`src/hw/rtl/idtf_pkg.sv`:
```
package idtf_pkg;

    localparam int DEF_SLOTS          = 8;
    localparam int DEF_MAX_SLOT_BYTES = 3072;
    localparam int DEF_PAGE_POINTERS  = 7;

    localparam int ADDR_W     = 32;
    localparam int LEN_W      = 15;
    localparam int SLOT_W     = 3;
    localparam int SLEN_W     = 12;
    localparam int PIDX_W     = 3;
    localparam int OFS_W      = 12;
    localparam int BASE_W     = ADDR_W - OFS_W;
    localparam int PCNT_W     = 4;
    localparam int MPS_W      = 11;
    localparam int PPM_W      = 2;
    localparam int LOW_W      = 12;
    localparam int CAP_W      = MPS_W + PPM_W;
    localparam int CFG_IDX_W  = 3;
    localparam int CFG_DATA_W = 12;

    localparam logic [CFG_IDX_W-1:0] CFG_MAX_PACKET = 3'd0;
    localparam logic [CFG_IDX_W-1:0] CFG_MULT       = 3'd1;
    localparam logic [CFG_IDX_W-1:0] CFG_PAGE0_LOW  = 3'd2;
    localparam logic [CFG_IDX_W-1:0] CFG_PAGE1_LOW  = 3'd3;
    localparam logic [CFG_IDX_W-1:0] CFG_PAGE2_LOW  = 3'd4;

    localparam logic [MPS_W-1:0] MPS_RESET = 11'd1024;
    localparam logic [PPM_W-1:0] PPM_RESET = 2'd1;

    localparam logic [PIDX_W-1:0] PIDX_MAX = 3'd7;

    typedef struct packed {
        logic [SLOT_W-1:0] slot;
        logic              active;
        logic [SLEN_W-1:0] len;
        logic              ioc;
        logic [PIDX_W-1:0] idx;
        logic              page_write;
        logic              page_overflow;
        logic [BASE_W-1:0] base;
        logic [OFS_W-1:0]  offset;
        logic              last;
    } t_slot;

    typedef struct packed {
        logic [SLOT_W-1:0] slot;
        logic              active;
        logic [SLEN_W-1:0] len;
        logic              ioc;
        logic [PIDX_W-1:0] idx;
        logic              page_write;
        logic              page_overflow;
        logic [ADDR_W-1:0] page_word;
        logic [OFS_W-1:0]  offset;
        logic              last;
    } t_page;

endpackage

```
`src/hw/rtl/idtf_seq.sv`:
```
module idtf_seq
    import idtf_pkg::*;
#(
    parameter int SLOTS          = DEF_SLOTS,
    parameter int MAX_SLOT_BYTES = DEF_MAX_SLOT_BYTES,
    parameter int PAGE_POINTERS  = DEF_PAGE_POINTERS
) (
    input  logic              i_clk,
    input  logic              i_rst_n,
    input  logic              i_in_valid,
    output logic              o_in_ready,
    input  logic [ADDR_W-1:0] i_buffer_address,
    input  logic [LEN_W-1:0]  i_buffer_length,
    input  logic [MPS_W-1:0]  i_max_packet_size,
    input  logic [PPM_W-1:0]  i_packets_per_microframe,
    output logic              o_slot_valid,
    input  logic              i_slot_ready,
    output t_slot             o_slot
);

    localparam logic [SLOT_W-1:0] LAST_SLOT = SLOT_W'(SLOTS - 1);
    localparam logic [CAP_W-1:0]  CAP_MAX   = CAP_W'(MAX_SLOT_BYTES);
    localparam logic [PCNT_W-1:0] PP_LIMIT  = PCNT_W'(PAGE_POINTERS);
    localparam logic [PCNT_W-1:0] PCNT_MAX  = PCNT_W'(8);

    logic              r_busy;
    logic [ADDR_W-1:0] r_addr;
    logic [LEN_W-1:0]  r_left;
    logic              r_have_page;
    logic [BASE_W-1:0] r_cur_page;
    logic [PCNT_W-1:0] r_page_count;
    logic [SLOT_W-1:0] r_slot_num;
    logic [SLEN_W-1:0] r_cap;
    logic              r_slot_valid;
    t_slot             r_slot;

    logic [CAP_W-1:0]  n_prod;
    logic              s1_ready;
    logic              step;
    logic              active;
    logic [BASE_W-1:0] base;
    logic              new_page;
    logic [PIDX_W-1:0] idx_new;
    logic [PIDX_W-1:0] idx_old;
    logic              ovf;
    logic [SLEN_W-1:0] len;
    logic [LEN_W-1:0]  left_next;
    t_slot             n_slot;

    assign n_prod = CAP_W'(i_max_packet_size) * CAP_W'(i_packets_per_microframe);

    always_ff @(posedge i_clk) begin
        r_cap <= (n_prod > CAP_MAX) ? SLEN_W'(CAP_MAX) : SLEN_W'(n_prod);
    end

    assign s1_ready   = !r_slot_valid || i_slot_ready;
    assign step       = r_busy && s1_ready;
    assign o_in_ready = !r_busy || (s1_ready && (r_slot_num == LAST_SLOT));

    assign active    = (r_left != '0);
    assign base      = r_addr[ADDR_W-1:OFS_W];
    assign new_page  = !r_have_page || (base != r_cur_page);
    assign idx_new   = r_page_count[PCNT_W-1] ? PIDX_MAX : r_page_count[PIDX_W-1:0];
    assign idx_old   = (r_page_count == '0) ? '0 : PIDX_W'(r_page_count - PCNT_W'(1));
    assign ovf       = ({1'b0, idx_new} >= PP_LIMIT);
    assign len       = (r_left > LEN_W'(r_cap)) ? r_cap : SLEN_W'(r_left);
    assign left_next = r_left - LEN_W'(len);

    always_comb begin
        n_slot               = '0;
        n_slot.slot          = r_slot_num;
        n_slot.last          = (r_slot_num == LAST_SLOT);
        n_slot.active        = active;
        n_slot.len           = len;
        n_slot.idx           = new_page ? idx_new : idx_old;
        n_slot.page_write    = active && new_page && !ovf;
        n_slot.page_overflow = active && new_page && ovf;
        n_slot.base          = base;
        n_slot.offset        = r_addr[OFS_W-1:0];
        n_slot.ioc           = active && ((left_next == '0) || (r_slot_num == LAST_SLOT));
    end

    always_ff @(posedge i_clk) begin
        if (!i_rst_n) begin
            r_busy       <= 1'b0;
            r_slot_valid <= 1'b0;
            r_slot_num   <= '0;
            r_have_page  <= 1'b0;
            r_page_count <= '0;
        end else begin
            if (s1_ready) begin
                r_slot_valid <= step;
            end
            if (i_in_valid && o_in_ready) begin
                r_busy       <= 1'b1;
                r_slot_num   <= '0;
                r_have_page  <= 1'b0;
                r_page_count <= '0;
            end else if (step) begin
                r_slot_num <= r_slot_num + SLOT_W'(1);
                if (r_slot_num == LAST_SLOT) begin
                    r_busy <= 1'b0;
                end
                if (active && new_page) begin
                    r_have_page <= 1'b1;
                    if (r_page_count < PCNT_MAX) begin
                        r_page_count <= r_page_count + PCNT_W'(1);
                    end
                end
            end
        end
    end

    always_ff @(posedge i_clk) begin
        if (i_in_valid && o_in_ready) begin
            r_addr <= i_buffer_address;
            r_left <= i_buffer_length;
        end else if (step && active) begin
            r_addr <= r_addr + ADDR_W'(len);
            r_left <= left_next;
        end
        if (step && active && new_page) begin
            r_cur_page <= base;
        end
        if (step) begin
            r_slot <= n_slot;
        end
    end

    assign o_slot_valid = r_slot_valid;
    assign o_slot       = r_slot;

endmodule

```
`src/hw/rtl/idtf_pack.sv`:
```
module idtf_pack
    import idtf_pkg::*;
(
    input  logic              i_clk,
    input  logic              i_rst_n,
    input  logic              i_slot_valid,
    output logic              o_slot_ready,
    input  t_slot             i_slot,
    input  logic [LOW_W-1:0]  i_page0_low_bits,
    input  logic [LOW_W-1:0]  i_page1_low_bits,
    input  logic [LOW_W-1:0]  i_page2_low_bits,
    output logic              o_out_valid,
    input  logic              i_out_ready,
    output logic [SLOT_W-1:0] o_slot_index,
    output logic [31:0]       o_transaction_word,
    output logic [SLEN_W-1:0] o_slot_length,
    output logic              o_page_write,
    output logic [PIDX_W-1:0] o_page_index,
    output logic [ADDR_W-1:0] o_page_word,
    output logic              o_page_overflow,
    output logic              o_last
);

    logic              r_s2_valid;
    t_page             r_s2;
    logic              r_out_valid;
    logic [SLOT_W-1:0] r_slot_index;
    logic [31:0]       r_word;
    logic [SLEN_W-1:0] r_len;
    logic              r_pw;
    logic [PIDX_W-1:0] r_pidx;
    logic [ADDR_W-1:0] r_pword;
    logic              r_ovf;
    logic              r_last;

    logic              s3_ready;
    logic              s2_ready;
    logic [LOW_W-1:0]  low;
    t_page             n_s2;
    logic [31:0]       n_word;

    assign s3_ready     = !r_out_valid || i_out_ready;
    assign s2_ready     = !r_s2_valid || s3_ready;
    assign o_slot_ready = s2_ready;

    always_comb begin
        unique case (i_slot.idx)
            PIDX_W'(0): low = i_page0_low_bits;
            PIDX_W'(1): low = i_page1_low_bits;
            PIDX_W'(2): low = i_page2_low_bits;
            default:    low = '0;
        endcase
    end

    always_comb begin
        n_s2               = '0;
        n_s2.slot          = i_slot.slot;
        n_s2.active        = i_slot.active;
        n_s2.len           = i_slot.len;
        n_s2.ioc           = i_slot.ioc;
        n_s2.idx           = i_slot.idx;
        n_s2.page_write    = i_slot.page_write;
        n_s2.page_overflow = i_slot.page_overflow;
        n_s2.page_word     = i_slot.page_write ? {i_slot.base, OFS_W'(low)} : '0;
        n_s2.offset        = i_slot.offset;
        n_s2.last          = i_slot.last;
    end

    assign n_word = r_s2.active ? {1'b1, 3'b000, r_s2.len, r_s2.ioc, r_s2.idx, r_s2.offset}
                                : 32'd0;

    always_ff @(posedge i_clk) begin
        if (!i_rst_n) begin
            r_s2_valid  <= 1'b0;
            r_out_valid <= 1'b0;
        end else begin
            if (s2_ready) begin
                r_s2_valid <= i_slot_valid;
            end
            if (s3_ready) begin
                r_out_valid <= r_s2_valid;
            end
        end
    end

    always_ff @(posedge i_clk) begin
        if (s2_ready && i_slot_valid) begin
            r_s2 <= n_s2;
        end
        if (s3_ready && r_s2_valid) begin
            r_slot_index <= r_s2.slot;
            r_word       <= n_word;
            r_len        <= r_s2.len;
            r_pw         <= r_s2.page_write;
            r_pidx       <= r_s2.page_write ? r_s2.idx : '0;
            r_pword      <= r_s2.page_word;
            r_ovf        <= r_s2.page_overflow;
            r_last       <= r_s2.last;
        end
    end

    assign o_out_valid        = r_out_valid;
    assign o_slot_index       = r_slot_index;
    assign o_transaction_word = r_word;
    assign o_slot_length      = r_len;
    assign o_page_write       = r_pw;
    assign o_page_index       = r_pidx;
    assign o_page_word        = r_pword;
    assign o_page_overflow    = r_ovf;
    assign o_last             = r_last;

endmodule

```
`src/hw/rtl/iso_descriptor_transaction_fill_core.sv`:
```
// Isochronous descriptor transaction fill. Each request (buffer address, byte
// length) yields SLOTS slot results in slot order, one per cycle unless the
// output stalls, the last one flagged by o_last; a request occupies the block
// until the slot sequencer, which produces one slot per cycle unless stalled,
// has issued all SLOTS (8 by default). The next request is taken in the cycle
// the current one's final slot leaves the sequencer, so requests stream
// without gaps. Each slot result is registered by the sequencer, page pointer
// and word packing stages in turn. Configuration writes must only be issued
// while no request is in flight; o_cfg_ready is always high.
module iso_descriptor_transaction_fill_core
    import idtf_pkg::*;
#(
    parameter int SLOTS          = DEF_SLOTS,
    parameter int MAX_SLOT_BYTES = DEF_MAX_SLOT_BYTES,
    parameter int PAGE_POINTERS  = DEF_PAGE_POINTERS
) (
    input  logic                  i_clk,
    input  logic                  i_rst_n,
    input  logic                  i_cfg_valid,
    output logic                  o_cfg_ready,
    input  logic [CFG_IDX_W-1:0]  i_cfg_index,
    input  logic [CFG_DATA_W-1:0] i_cfg_data,
    input  logic                  i_in_valid,
    output logic                  o_in_ready,
    input  logic [ADDR_W-1:0]     i_buffer_address,
    input  logic [LEN_W-1:0]      i_buffer_length,
    output logic                  o_out_valid,
    input  logic                  i_out_ready,
    output logic [SLOT_W-1:0]     o_slot_index,
    output logic [31:0]           o_transaction_word,
    output logic [SLEN_W-1:0]     o_slot_length,
    output logic                  o_page_write,
    output logic [PIDX_W-1:0]     o_page_index,
    output logic [ADDR_W-1:0]     o_page_word,
    output logic                  o_page_overflow,
    output logic                  o_last
);

    logic [MPS_W-1:0] r_max_packet_size;
    logic [PPM_W-1:0] r_packets_per_microframe;
    logic [LOW_W-1:0] r_page0_low_bits;
    logic [LOW_W-1:0] r_page1_low_bits;
    logic [LOW_W-1:0] r_page2_low_bits;

    logic  slot_valid;
    logic  slot_ready;
    t_slot slot;

    assign o_cfg_ready = 1'b1;

    always_ff @(posedge i_clk) begin
        if (!i_rst_n) begin
            r_max_packet_size        <= MPS_RESET;
            r_packets_per_microframe <= PPM_RESET;
            r_page0_low_bits         <= '0;
            r_page1_low_bits         <= '0;
            r_page2_low_bits         <= '0;
        end else if (i_cfg_valid) begin
            unique case (i_cfg_index)
                CFG_MAX_PACKET: r_max_packet_size        <= i_cfg_data[MPS_W-1:0];
                CFG_MULT:       r_packets_per_microframe <= i_cfg_data[PPM_W-1:0];
                CFG_PAGE0_LOW:  r_page0_low_bits         <= i_cfg_data[LOW_W-1:0];
                CFG_PAGE1_LOW:  r_page1_low_bits         <= i_cfg_data[LOW_W-1:0];
                CFG_PAGE2_LOW:  r_page2_low_bits         <= i_cfg_data[LOW_W-1:0];
                default: begin
                end
            endcase
        end
    end

    idtf_seq #(
        .SLOTS          (SLOTS),
        .MAX_SLOT_BYTES (MAX_SLOT_BYTES),
        .PAGE_POINTERS  (PAGE_POINTERS)
    ) u_seq (
        .i_clk                    (i_clk),
        .i_rst_n                  (i_rst_n),
        .i_in_valid               (i_in_valid),
        .o_in_ready               (o_in_ready),
        .i_buffer_address         (i_buffer_address),
        .i_buffer_length          (i_buffer_length),
        .i_max_packet_size        (r_max_packet_size),
        .i_packets_per_microframe (r_packets_per_microframe),
        .o_slot_valid             (slot_valid),
        .i_slot_ready             (slot_ready),
        .o_slot                   (slot)
    );

    idtf_pack u_pack (
        .i_clk              (i_clk),
        .i_rst_n            (i_rst_n),
        .i_slot_valid       (slot_valid),
        .o_slot_ready       (slot_ready),
        .i_slot             (slot),
        .i_page0_low_bits   (r_page0_low_bits),
        .i_page1_low_bits   (r_page1_low_bits),
        .i_page2_low_bits   (r_page2_low_bits),
        .o_out_valid        (o_out_valid),
        .i_out_ready        (i_out_ready),
        .o_slot_index       (o_slot_index),
        .o_transaction_word (o_transaction_word),
        .o_slot_length      (o_slot_length),
        .o_page_write       (o_page_write),
        .o_page_index       (o_page_index),
        .o_page_word        (o_page_word),
        .o_page_overflow    (o_page_overflow),
        .o_last             (o_last)
    );

endmodule

```
`config.mk`:
```
export PLATFORM = sky130hd
export DESIGN_NAME = iso_descriptor_transaction_fill_core
export DESIGN_NICKNAME = d
export VERILOG_FILES = /design/src/hw/rtl/idtf_pkg.sv /design/src/hw/rtl/idtf_seq.sv /design/src/hw/rtl/idtf_pack.sv /design/src/hw/rtl/iso_descriptor_transaction_fill_core.sv
export SDC_FILE = /design/constraint.sdc
export NUM_CORES = 1
export LEC_CHECK = 0
export BUFFER_PORTS_ARGS = -buffer_cell sky130_fd_sc_hd__buf_4
export CORE_MARGIN = 4
export CORE_UTILIZATION = 56
export CTS_BUF_LIST = sky130_fd_sc_hd__clkbuf_2
export DETAILED_ROUTE_END_ITERATION = 8
export PLACE_DENSITY_LB_ADDON = 0.1
export SLEW_MARGIN = 5
export SYNTH_ARGS = -nofsm -noshare
export SYNTH_HDL_FRONTEND = slang
export SYNTH_HIERARCHICAL = 1
export SYNTH_SLANG_ARGS = --single-unit
```
`constraint.sdc`:
```
create_clock -name i_clk -period 7.15 [get_ports i_clk]
set_input_delay 1.43 -clock i_clk [delete_from_list [all_inputs] [get_ports i_clk]]
set_output_delay 1.43 -clock i_clk [all_outputs]
set_load 0.01 [all_outputs]
```
==> results.json, run 1 <==
{
  "ir_drop_mv": 0.2134,
  "dieArea_sq_um": 30080,
  "grt_pass1_wl_microns": 50020,
  "cp-end-kind": "register",
  "worst_slew_pin_slew_ns": 1.060,
  "async_flop_share_pct": 0,
  "drt_pass1_iterations": 5,
  "tns_ns": 0,
  "outcome": "complete, no violations",
  "gp_congestion": 0.8693,
  "die_w_microns": 173.4,
  "finClkSkew_ns": 0.06248,
  "cp_num_buf_inv": 1,
  "hold_buffers": 0,
  "synthTopCellsByCount": "271 x edfxtp_1, 138 x nand2_1, 79 x and2_1",
  "synth_top_area_share_pct": 53.09,
  "grtUsageTotal_pct": 20.55,
  "drt-initial-drc-count": 740,
  "period_minus_slack_ns": 5.568,
  "cts.clk_slew.worst_paths_ns": 0.10,
  "p_per_area_nw_per_um2": 276.5,
  "wl_microns": 31180,
  "wl_met2_microns": 13560,
  "slowest_stage": "a21boi_2",
  "path_class": "register to register",
  "critical_path.top_delay_family": "compound AO/OA/AOI/OAI gates",
  "antenna_found_initial": 1,
  "ys_top_cells_by_area": "edfxtp_1 53%, dfxtp_1 9.5%, mux2i_1 4.2%",
  "cp_cell_sequence": "ha_1 -> nor2b_1 -> o21ai_0 -> a21oi_1 -> a211oi_1 -> o21ai_0 -> a21boi_2 -> buf_4 -> mux2_2 -> ha_1 -> fa_1 -> nor2b_1 -> nor3_1 -> a2bb2oi_1 -> a2111oi_0 -> nand4_1 -> or4_1 -> o31ai_1",
  "cts_resized": 0,
  "dr.max_layer_used": "met4",
  "synth-seq-area-share_pct": 62.62,
  "slew_viol_final": 0,
  "synth-seq-cells": 344,
  "hold_class": "register to register",
  "rows": 60,
  "synth.avg_cell_area_sq_um": 12.75,
  "cts_buffers": 83,
  "io_buffers": 150,
  "cts_tree": "built",
  "h-tree-depth": 3,
  "finalSetupViolations": 0,
  "die-height_microns": 173.4,
  "synth_ff_type": "edfxtp_1",
  "cts_buffer_depth": 3,
  "leakage_uw": 0.006889,
  "rsz0062_at_grt": "false",
  "grt.overflow.total": 0,
  "drc": 0,
  "worstPathRequired_ns": 7.77,
  "clockRootBuffer": "clkbuf_2",
  "area_growth_pct": 14.56,
  "worstPathArrival_ns": 6.19,
  "final_antenna_net_count": 0,
  "fp.coreArea_sq_um": 26950,
  "post_cts_buffers": 0,
  "worstSetupStartpointType": "register",
  "yosys_warnings": 6,
  "syn_area_sq_um": 15330,
  "worstSkewPairLatency_ns": 0.84,
  "cpPeakStageDelay_ns": 0.56,
  "synth-edff-count": 271,
  "route.met3.wl_microns": 2153,
  "grt_pass1_vias": 9679,
  "drive_gt1_share_pct": 22.46,
  "top_level_ports": 155,
  "cts.sink_count": 344,
  "hold_slack_ns": 0.3993,
  "vias_per_cell": 5.452,
  "yosysMostFrequentCell": "edfxtp_1",
  "finalNetCount": 1525,
  "yosysTopAreaCell": "edfxtp_1",
  "cp_max_fo": 13,
  "wl_met1_microns": 14870,
  "drv_cap": 0,
  "hold_viol_final": 0,
  "min_period_over_period_pct": 77.87,
  "syn_inst": 1202,
  "maxSlewHeadroom_pct": 29.31,
  "grt_max_degree": 83,
  "start_util_pct": 56.88,
  "wire_per_inst_microns": 17.22,
  "synth_cell_types": 76,
  "vias": 9874,
  "dpl.hpwl_microns": 21390,
  "max_freq_ghz": 0.1796
}
[registers in the layout, indices dropped and copies added, names as in the netlist, 12 cells and up]
name,flops
u_seq/r_cap,12
r_page2_low_bits,12
u_pack/o_transaction_word,29
u_pack/o_page_word,32
u_seq/r_left,15
u_seq/r_cur_page,20
u_seq/r_addr,32
u_seq/o_slot,55
r_page0_low_bits,12
u_pack/r_s2,67
u_pack/o_slot_length,12
r_page1_low_bits,12
[cells by family after synthesis]
logic type	share of synthesized area [%]
and+or+nand+nor	13.22
AOI/OAI and AO/OA	8.212
muxes	5.281
adders and majority gates	4.555
xor gates and xnor gates	3.771
other	0.04899
buffers and inverters	2.294
DFF	62.62
[report_power, final]
part / internal [uW] / total [uW] / switching, uW
Sequential: 2370 / 2510 / 139
Clock: 548 / 1300 / 749
Combinational: 460 / 1050 / 592
[final timing paths]
kind,cells after the start,startpoint,slack (ns),endpoint
min reg2reg,0,u_pack/r_s2[43],0.40,u_pack/o_page_word[30]
max reg2reg,18,u_seq/r_left[1],1.58,u_seq/o_slot[38]
max,18,u_seq/r_left[1],1.58,u_seq/o_slot[38]
min,0,u_pack/r_s2[43],0.40,u_pack/o_page_word[30]
[layout make-up]
type | instances | area (sq um)
timing repair buffer | 159 | 1194
fill | 2105 | 9390
sequential | 344 | 9599
multi-input combinational | 780 | 5411
inverter | 36 | 135.1
clock buffer | 128 | 640.6
antenna | 1 | 2.502
tap | 341 | 426.7
clock inverter | 22 | 151.4
[routing by layer]
metal	vias to the layer above	track usage [%]
li1	4859	-
met1	4659	29.86
met2	310	30.67
met3	46	4.842
met4	0	7.083
met5	-	0
[metrics by stage]
step,total power [uW],cells,worst slack [ns],util [%],cell area (sq um)
3_3_place_gp,3556,1660,1.740,62.21,16770
5_1_grt,5159,1811,1.219,65.16,17560
3_5_place_dp,3583,1660,1.654,62.21,16770
4_1_cts,4894,1810,1.672,65.15,17560
2_1_floorplan,3296,1204,1.470,-,15340
6_report,4855,1811,1.582,65.16,17560
[cells in the final DEF (no fill, tap or decap), drive strengths merged, types with 5 or more instances in the layout]
cell,instances
o31ai,5
clkbuf,128
xor2,41
nand3,14
nor3,19
inv,37
o31a,5
nor2,46
o21a,8
mux2i,64
xnor2,25
and3,8
nand4,12
nand2b,16
o21ai,44
nand2,138
clkinv,18
a21o,9
buf,159
and2,79
a211oi,27
a21oi,36
nor4,10
o211ai,6
ha,51
nor2b,24
a31oi,7
mux2,15
dfxtp,73
edfxtp,271
Power figures use the tool's default switching activity.
==> inputs of run 2 (changes only) <==
--- a/config.mk
+++ b/config.mk
@@ -7,7 +7,7 @@
 export LEC_CHECK = 0
 export BUFFER_PORTS_ARGS = -buffer_cell sky130_fd_sc_hd__buf_4
 export CORE_MARGIN = 4
-export CORE_UTILIZATION = 56
+export CORE_UTILIZATION = 55
 export CTS_BUF_LIST = sky130_fd_sc_hd__clkbuf_2
 export DETAILED_ROUTE_END_ITERATION = 8
 export PLACE_DENSITY_LB_ADDON = 0.1
==> constraint.sdc (replaced) <==
create_clock -name i_clk -period 4.86 [get_ports i_clk]
set_input_delay 0.972 -clock i_clk [delete_from_list [all_inputs] [get_ports i_clk]]
set_output_delay 0.972 -clock i_clk [all_outputs]
set_load 0.01 [all_outputs]
==> run 2 against run 1 <==
- sequential power grew 46%
- maximum frequency grew 20%
- wire length grew 0.14%
- clock skew shrank 0.00092 ns
- clock power grew 44%
- critical path depth shrank 1
- total power grew 49%
- sequential share of layout area shrank 0.82 points
- critical endpoint is now u_seq/r_addr[15]
==> results.json, run 2 (same netlist as run 1, synthesis figures left out) <==
{
  "outcome": "complete, no violations",
  "wl_microns": 31230,
  "finalNetCount": 1553,
  "drt_pass1_iterations": 5,
  "grt_max_degree": 69,
  "finalSetupViolations": 0,
  "final_antenna_net_count": 0,
  "cts.clk_slew.worst_paths_ns": 0.09,
  "cp_max_fo": 12,
  "rows": 60,
  "grt_pass1_wl_microns": 50050,
  "antenna_found_initial": 1,
  "min_period_over_period_pct": 95.43,
  "cpPeakStageDelay_ns": 0.52,
  "dp_cells": 1713,
  "top_level_ports": 155,
  "worstPathRequired_ns": 5.43,
  "layout_common_cells": "271 x edfxtp_1, 183 x buf_4, 137 x nand2_1",
  "gp_congestion": 0.8853,
  "grtUsageTotal_pct": 20.33,
  "largest_reg_flops": 67,
  "regArea_sq_um": 9599,
  "vias_per_cell": 5.293,
  "critical_path.top_delay_family": "compound AO/OA/AOI/OAI gates",
  "worst_slew_pin_slew_ns": 1.032,
  "top_register": "u_pack/r_s2",
  "slew_viol_final": 0,
  "cts.sink_count": 344,
  "hold_viol_final": 0,
  "setup_ws_ns": 0.2220,
  "area_growth_pct": 16.31,
  "path_class": "register to register",
  "drc": 0,
  "hold_class": "register to register",
  "maxSlewHeadroom_pct": 31.17,
  "vias": 9876,
  "worstPathArrival_ns": 5.21,
  "wire_per_inst_microns": 16.74,
  "drt-initial-drc-count": 767,
  "finClkSkew_ns": 0.06156,
  "cp_num_buf_inv": 3,
  "fin_cells": 1866,
  "drv_cap": 0,
  "slowest_stage": "or4_1",
  "worstSetupStartpointType": "register",
  "p_per_area_nw_per_um2": 406.1,
  "cpMostUsedCell": "buf_4",
  "cts_tree": "built",
  "die_w_microns": 174.9,
  "n_fill_cell": 2135,
  "cts_buffers": 86,
  "start_util_pct": 56.40,
  "drive_gt1_share_pct": 23.64,
  "cp_cell_sequence": "ha_1 -> a21o_1 -> a21o_1 -> a211oi_1 -> o21ai_0 -> a21boi_2 -> buf_4 -> buf_4 -> mux2_2 -> ha_1 -> or4_1 -> o221ai_1 -> a311oi_4 -> buf_4 -> o211ai_1 -> xor2_1 -> o21ai_0",
  "layout_commonest_cell": "edfxtp_1",
  "grt.overflow.total": 0,
  "period_minus_slack_ns": 4.638,
  "clockRootBuffer": "clkbuf_2",
  "ir_drop_mv": 0.2925,
  "io_buffers": 150,
  "place_ws_ns": -0.04499,
  "h-tree-depth": 3,
  "leakage_uw": 0.007001,
  "fp.coreArea_sq_um": 27180,
  "cp-end-kind": "register",
  "cts_buffer_depth": 3,
  "tns_ns": 0,
  "worstSkewPairLatency_ns": 0.83,
  "dieArea_sq_um": 30600,
  "max_freq_ghz": 0.2156,
  "multiInputGateArea_sq_um": 5448,
  "die-height_microns": 174.9,
  "dpl.hpwl_microns": 21720,
  "grt_pass1_vias": 9685
}
==> run 2: cell count changes in the layout (fill, tap and decap cells not counted), sizes merged <==
cell / change
buf: +25
clkbuf: -9
clkinv: +8
==> run 2: final timing paths <==
path | start | to | slack, ns | cells after the start
setup reg to reg | u_seq/r_left[8] | u_seq/r_addr[15] | 0.22 | 17
hold / removal | u_seq/o_slot[12] | u_pack/r_s2[12] | 0.39 | 0
setup / recovery | u_seq/r_left[8] | u_seq/r_addr[15] | 0.22 | 17
hold reg to reg | u_seq/o_slot[12] | u_pack/r_s2[12] | 0.39 | 0
==> run 2: power by group <==
group / leakage (uW) / internal [uW] / total (uW) / switching, uW
sequential: 0.00313 / 3480 / 3660 / 180
clock: 0.000582 / 775 / 1870 / 1090
combinational: 0.00329 / 774 / 1710 / 941
total: 0.00700 / 5030 / 7240 / 2210
==> run 2: final cells by class <==
cell class / instances / share of cell area (%)
inverter: 36 / 0.7580
tap: 372 / 2.611
multi-input combinational: 780 / 30.56
clock buffer: 119 / 3.341
clock inverter: 30 / 1.060
antenna: 1 / 0.01404
sequential: 344 / 53.84
timing repair buffer: 184 / 7.818
==> run 2: layer usage <==
metal,vias to the layer above,global-route usage (%),part of all wire (%)
met5,-,0,0
met4,0,7.169,1.9
met3,47,3.830,6.3
met2,323,30.25,44
met1,4590,30.17,48
li1,4916,-,-
==> run 2: worst register-to-register path, stage by stage (launching register included) <==
cell	delay (ns)
edfxtp_1	0.40
ha_1	0.34
a21o_1	0.19
a21o_1	0.17
a211oi_1	0.23
o21ai_0	0.15
a21boi_2	0.15
buf_4	0.16
buf_4	0.23
mux2_2	0.42
ha_1	0.25
or4_1	0.52
o221ai_1	0.37
a311oi_4	0.25
buf_4	0.21
o211ai_1	0.19
xor2_1	0.15
o21ai_0	0.08
==> run 2: metrics by stage <==
stage                     area [sq um]  hold slack [ns]  total power (uW)  util (%)
after floorplan                  15340           0.4003              4847         -
after global placement           16980           0.4004              5333     62.49
after detailed placement         16980           0.4045              5370     62.49
after CTS                        17780           0.3087              7277     65.44
after global routing             17830           0.3329              7683     65.60
final                            17830           0.3882              7241     65.60
==> run 2: repair_timing <==
| item | in CTS | in global routing |
|---|---|---|
| pin swaps | 0 | 3 |
| buffers inserted | 0 | 3 |
| endpoints found under the hold margin | 0 | 0 |
| endpoints found under the setup margin | 2 | 21 |
| hold buffers | 0 | 0 |
| gates resized for setup | 2 | 9 |
==> inputs of run 3 (changes only) <==
==> constraint.sdc (replaced) <==
create_clock -name i_clk -period 4.86 [get_ports i_clk]
set_input_delay 0.243 -clock i_clk [delete_from_list [all_inputs] [get_ports i_clk]]
set_output_delay 0.243 -clock i_clk [all_outputs]
set_load 0.01 [all_outputs]
==> run 3 against run 2 <==
- sequential share of layout area is 2.0 points lower
- wire length increased by 3.9%
- non-clock buffer count is 67 higher
- sequential cell count stayed put
- register-to-register slack worse by 0.07 ns
- largest power group unchanged
- highest routed layer unchanged
==> results.json, run 3 (same netlist as run 1, synthesis figures left out) <==
{
  "r2r_end": "u_seq/r_addr[20]",
  "largest_reg_flops": 67,
  "ir_drop_mv": 0.3775,
  "layout_common_cells": "271 x edfxtp_1, 172 x buf_4, 137 x nand2_1",
  "cp_num_buf_inv": 3,
  "finClkSkew_ns": 0.08209,
  "route.met3.wl_microns": 2075,
  "reg2reg_depth": 19,
  "drt_pass1_iterations": 5,
  "maxSlewHeadroom_pct": 27.23,
  "clockRootBuffer": "clkbuf_2",
  "drive_gt1_share_pct": 22.09,
  "worstSetupStartpointType": "register",
  "cts_buffers": 85,
  "p_per_area_nw_per_um2": 392.9,
  "wire_per_inst_microns": 16.77,
  "cpPeakStageDelay_ns": 0.50,
  "fin_cells": 1935,
  "hold_viol_final": 0,
  "top_level_ports": 155,
  "p_total_uw": 7274,
  "cp-end-kind": "register",
  "endpoint": "u_seq/r_addr[20]",
  "cts_tree": "built",
  "pwr-share-comb_pct": 23.8,
  "worstPathRequired_ns": 5.45,
  "final_antenna_net_count": 0,
  "worst_slew_pin_slew_ns": 1.091,
  "outcome": "complete, no violations",
  "rrSetupSlack_ns": 0.15,
  "fp.coreArea_sq_um": 27180,
  "grtUsageTotal_pct": 20.98,
  "path_class": "register to register",
  "start_util_pct": 56.40,
  "dpl.hpwl_microns": 21820,
  "h-tree-depth": 3,
  "n_fill_cell": 2059,
  "slew_viol_final": 0,
  "worst-path-stages": 19,
  "wl_met2_microns": 14390,
  "clock_power_share_pct": 25.6,
  "gp_congestion": 0.8772,
  "grt_pass1_vias": 9914,
  "slowest_stage": "edfxtp_1",
  "placed_area_sq_um": 16900,
  "p_int_uw": 5025,
  "antenna_found_initial": 1,
  "finalNetCount": 1619,
  "min_period_over_period_pct": 96.87,
  "grt.overflow.total": 0,
  "drt-initial-drc-count": 728,
  "dr.max_layer_used": "met4",
  "worstReg2RegStart": "u_seq/r_left[1]",
  "p_sw_uw": 2249,
  "power_frac_seq_pct": 50.6,
  "period_minus_slack_ns": 4.708,
  "cts.clk_slew.worst_paths_ns": 0.10,
  "cp-startpoint": "u_seq/r_left[1]",
  "cp_max_fo": 19,
  "wl_met1_microns": 15410,
  "top_register": "u_pack/r_s2",
  "die_w_microns": 174.9,
  "cts.sink_count": 344,
  "rows": 60,
  "hold_class": "input port to register",
  "grt_pass1_wl_microns": 51420,
  "dieArea_sq_um": 30600,
  "drc": 0,
  "die-height_microns": 174.9,
  "worstSkewPairLatency_ns": 0.89,
  "leakage_uw": 0.007270,
  "vias": 10168,
  "final_cell_area_sq_um": 18510,
  "place_ws_ns": 0.03313,
  "p_sw_share_pct": 30.92,
  "cpMostUsedCell": "o21ai_0",
  "worstPathArrival_ns": 5.30,
  "io_buffers": 150,
  "wl_microns": 32440,
  "cts_buffer_depth": 3,
  "max_freq_ghz": 0.2124,
  "critical_path.top_delay_family": "compound AO/OA/AOI/OAI gates",
  "layout_commonest_cell": "edfxtp_1",
  "cp_cell_sequence": "ha_1 -> nor2b_1 -> o21ai_0 -> a21oi_1 -> a211oi_1 -> o21ai_0 -> a21boi_2 -> buf_4 -> buf_8 -> mux2_2 -> ha_1 -> nor2b_1 -> o31ai_1 -> a211oi_1 -> o311ai_1 -> buf_4 -> nor3_1 -> xnor2_1 -> o21ai_0",
  "finalSetupViolations": 0,
  "vias_per_cell": 5.255,
  "dp_cells": 1704,
  "setup_ws_ns": 0.1522,
  "drv_cap": 0,
  "area_growth_pct": 20.77,
  "grt_max_degree": 82
}
-- run 3: cell types whose count changed in the layout (fill, tap and decap cells not counted), moves of 2 or more --
| cell | change |
|---|---|
| mux2i_2 | +2 |
| o31ai_1 | +3 |
| buf_4 | -11 |
| inv_6 | +2 |
| dlygate4sd3_1 | +78 |
| o31ai_2 | -3 |
| mux2i_1 | -2 |
-- run 3: worst reg2reg max path: cells and delay by family (launching register included) --
| family | cells | cell delay [ns] |
|---|---|---|
| flops | 1 | 0.50 |
| fa+ha+maj | 2 | 0.68 |
| compound gates | 9 | 1.80 |
| xor+xnor | 1 | 0.15 |
| mux | 1 | 0.39 |
| buf+inv | 3 | 0.59 |
| simple gates | 3 | 0.35 |
-- run 3: worst min path at each step --
stage	from	end	depth (start not counted)
after floorplan	i_rst_n	u_pack/o_out_valid	1
after global placement	u_seq/o_slot[11]	u_pack/r_s2[11]	0
after detailed placement	u_pack/r_s2[0]	u_pack/o_last	0
after CTS	i_buffer_address[24]	u_seq/r_addr[24]	4
after global routing	i_buffer_address[7]	u_seq/r_addr[7]	4
final	i_buffer_address[24]	u_seq/r_addr[24]	4
-- run 3: final cells by class --
type                       count  area [sq um]  share of cell area, %
tap                          372         465.4                  2.514
timing repair buffer         251          2087                  11.27
clock inverter                31         176.4                 0.9530
inverter                      36         135.1                 0.7299
sequential                   344          9599                  51.85
antenna                        1         2.502                0.01352
multi-input combinational    780          5446                  29.42
clock buffer                 120         600.6                  3.244
-- run 3: stage by stage --
step	hold slack [ns]	util [%]	TNS, ns
6_report	0.2157	68.12	0
5_1_grt	0.1727	68.12	-0.03697
4_1_cts	0.1215	67.93	0
3_5_place_dp	0.4045	62.20	0
3_3_place_gp	0.4012	62.20	0
2_1_floorplan	0.3608	-	0
-- run 3: timing repair --
action | CTS | global route
setup endpoints to repair | 0 | 20
resized for setup | 0 | 12
hold buffers | 78 | 0
buffers inserted | 0 | 1
hold endpoints to repair | 101 | 0
-- run 3: per-layer routing --
metal	GRT usage, %	vias to the layer above
met5	0	-
li1	-	5034
met4	6.710	0
met2	31.45	304
met3	4.414	46
met1	30.96	4784
-- run 3: power by group through the flow --
| stage | Clock (uW) | Sequential, uW | Combinational (uW) |
|---|---|---|---|
| 2_1_floorplan | 0 | 3680 | 1170 |
| 3_3_place_gp | 0 | 3730 | 1570 |
| 3_5_place_dp | 0 | 3740 | 1600 |
| 4_1_cts | 1930 | 3680 | 1680 |
| 5_1_grt | 2100 | 3710 | 1910 |
| 6_report | 1860 | 3680 | 1730 |
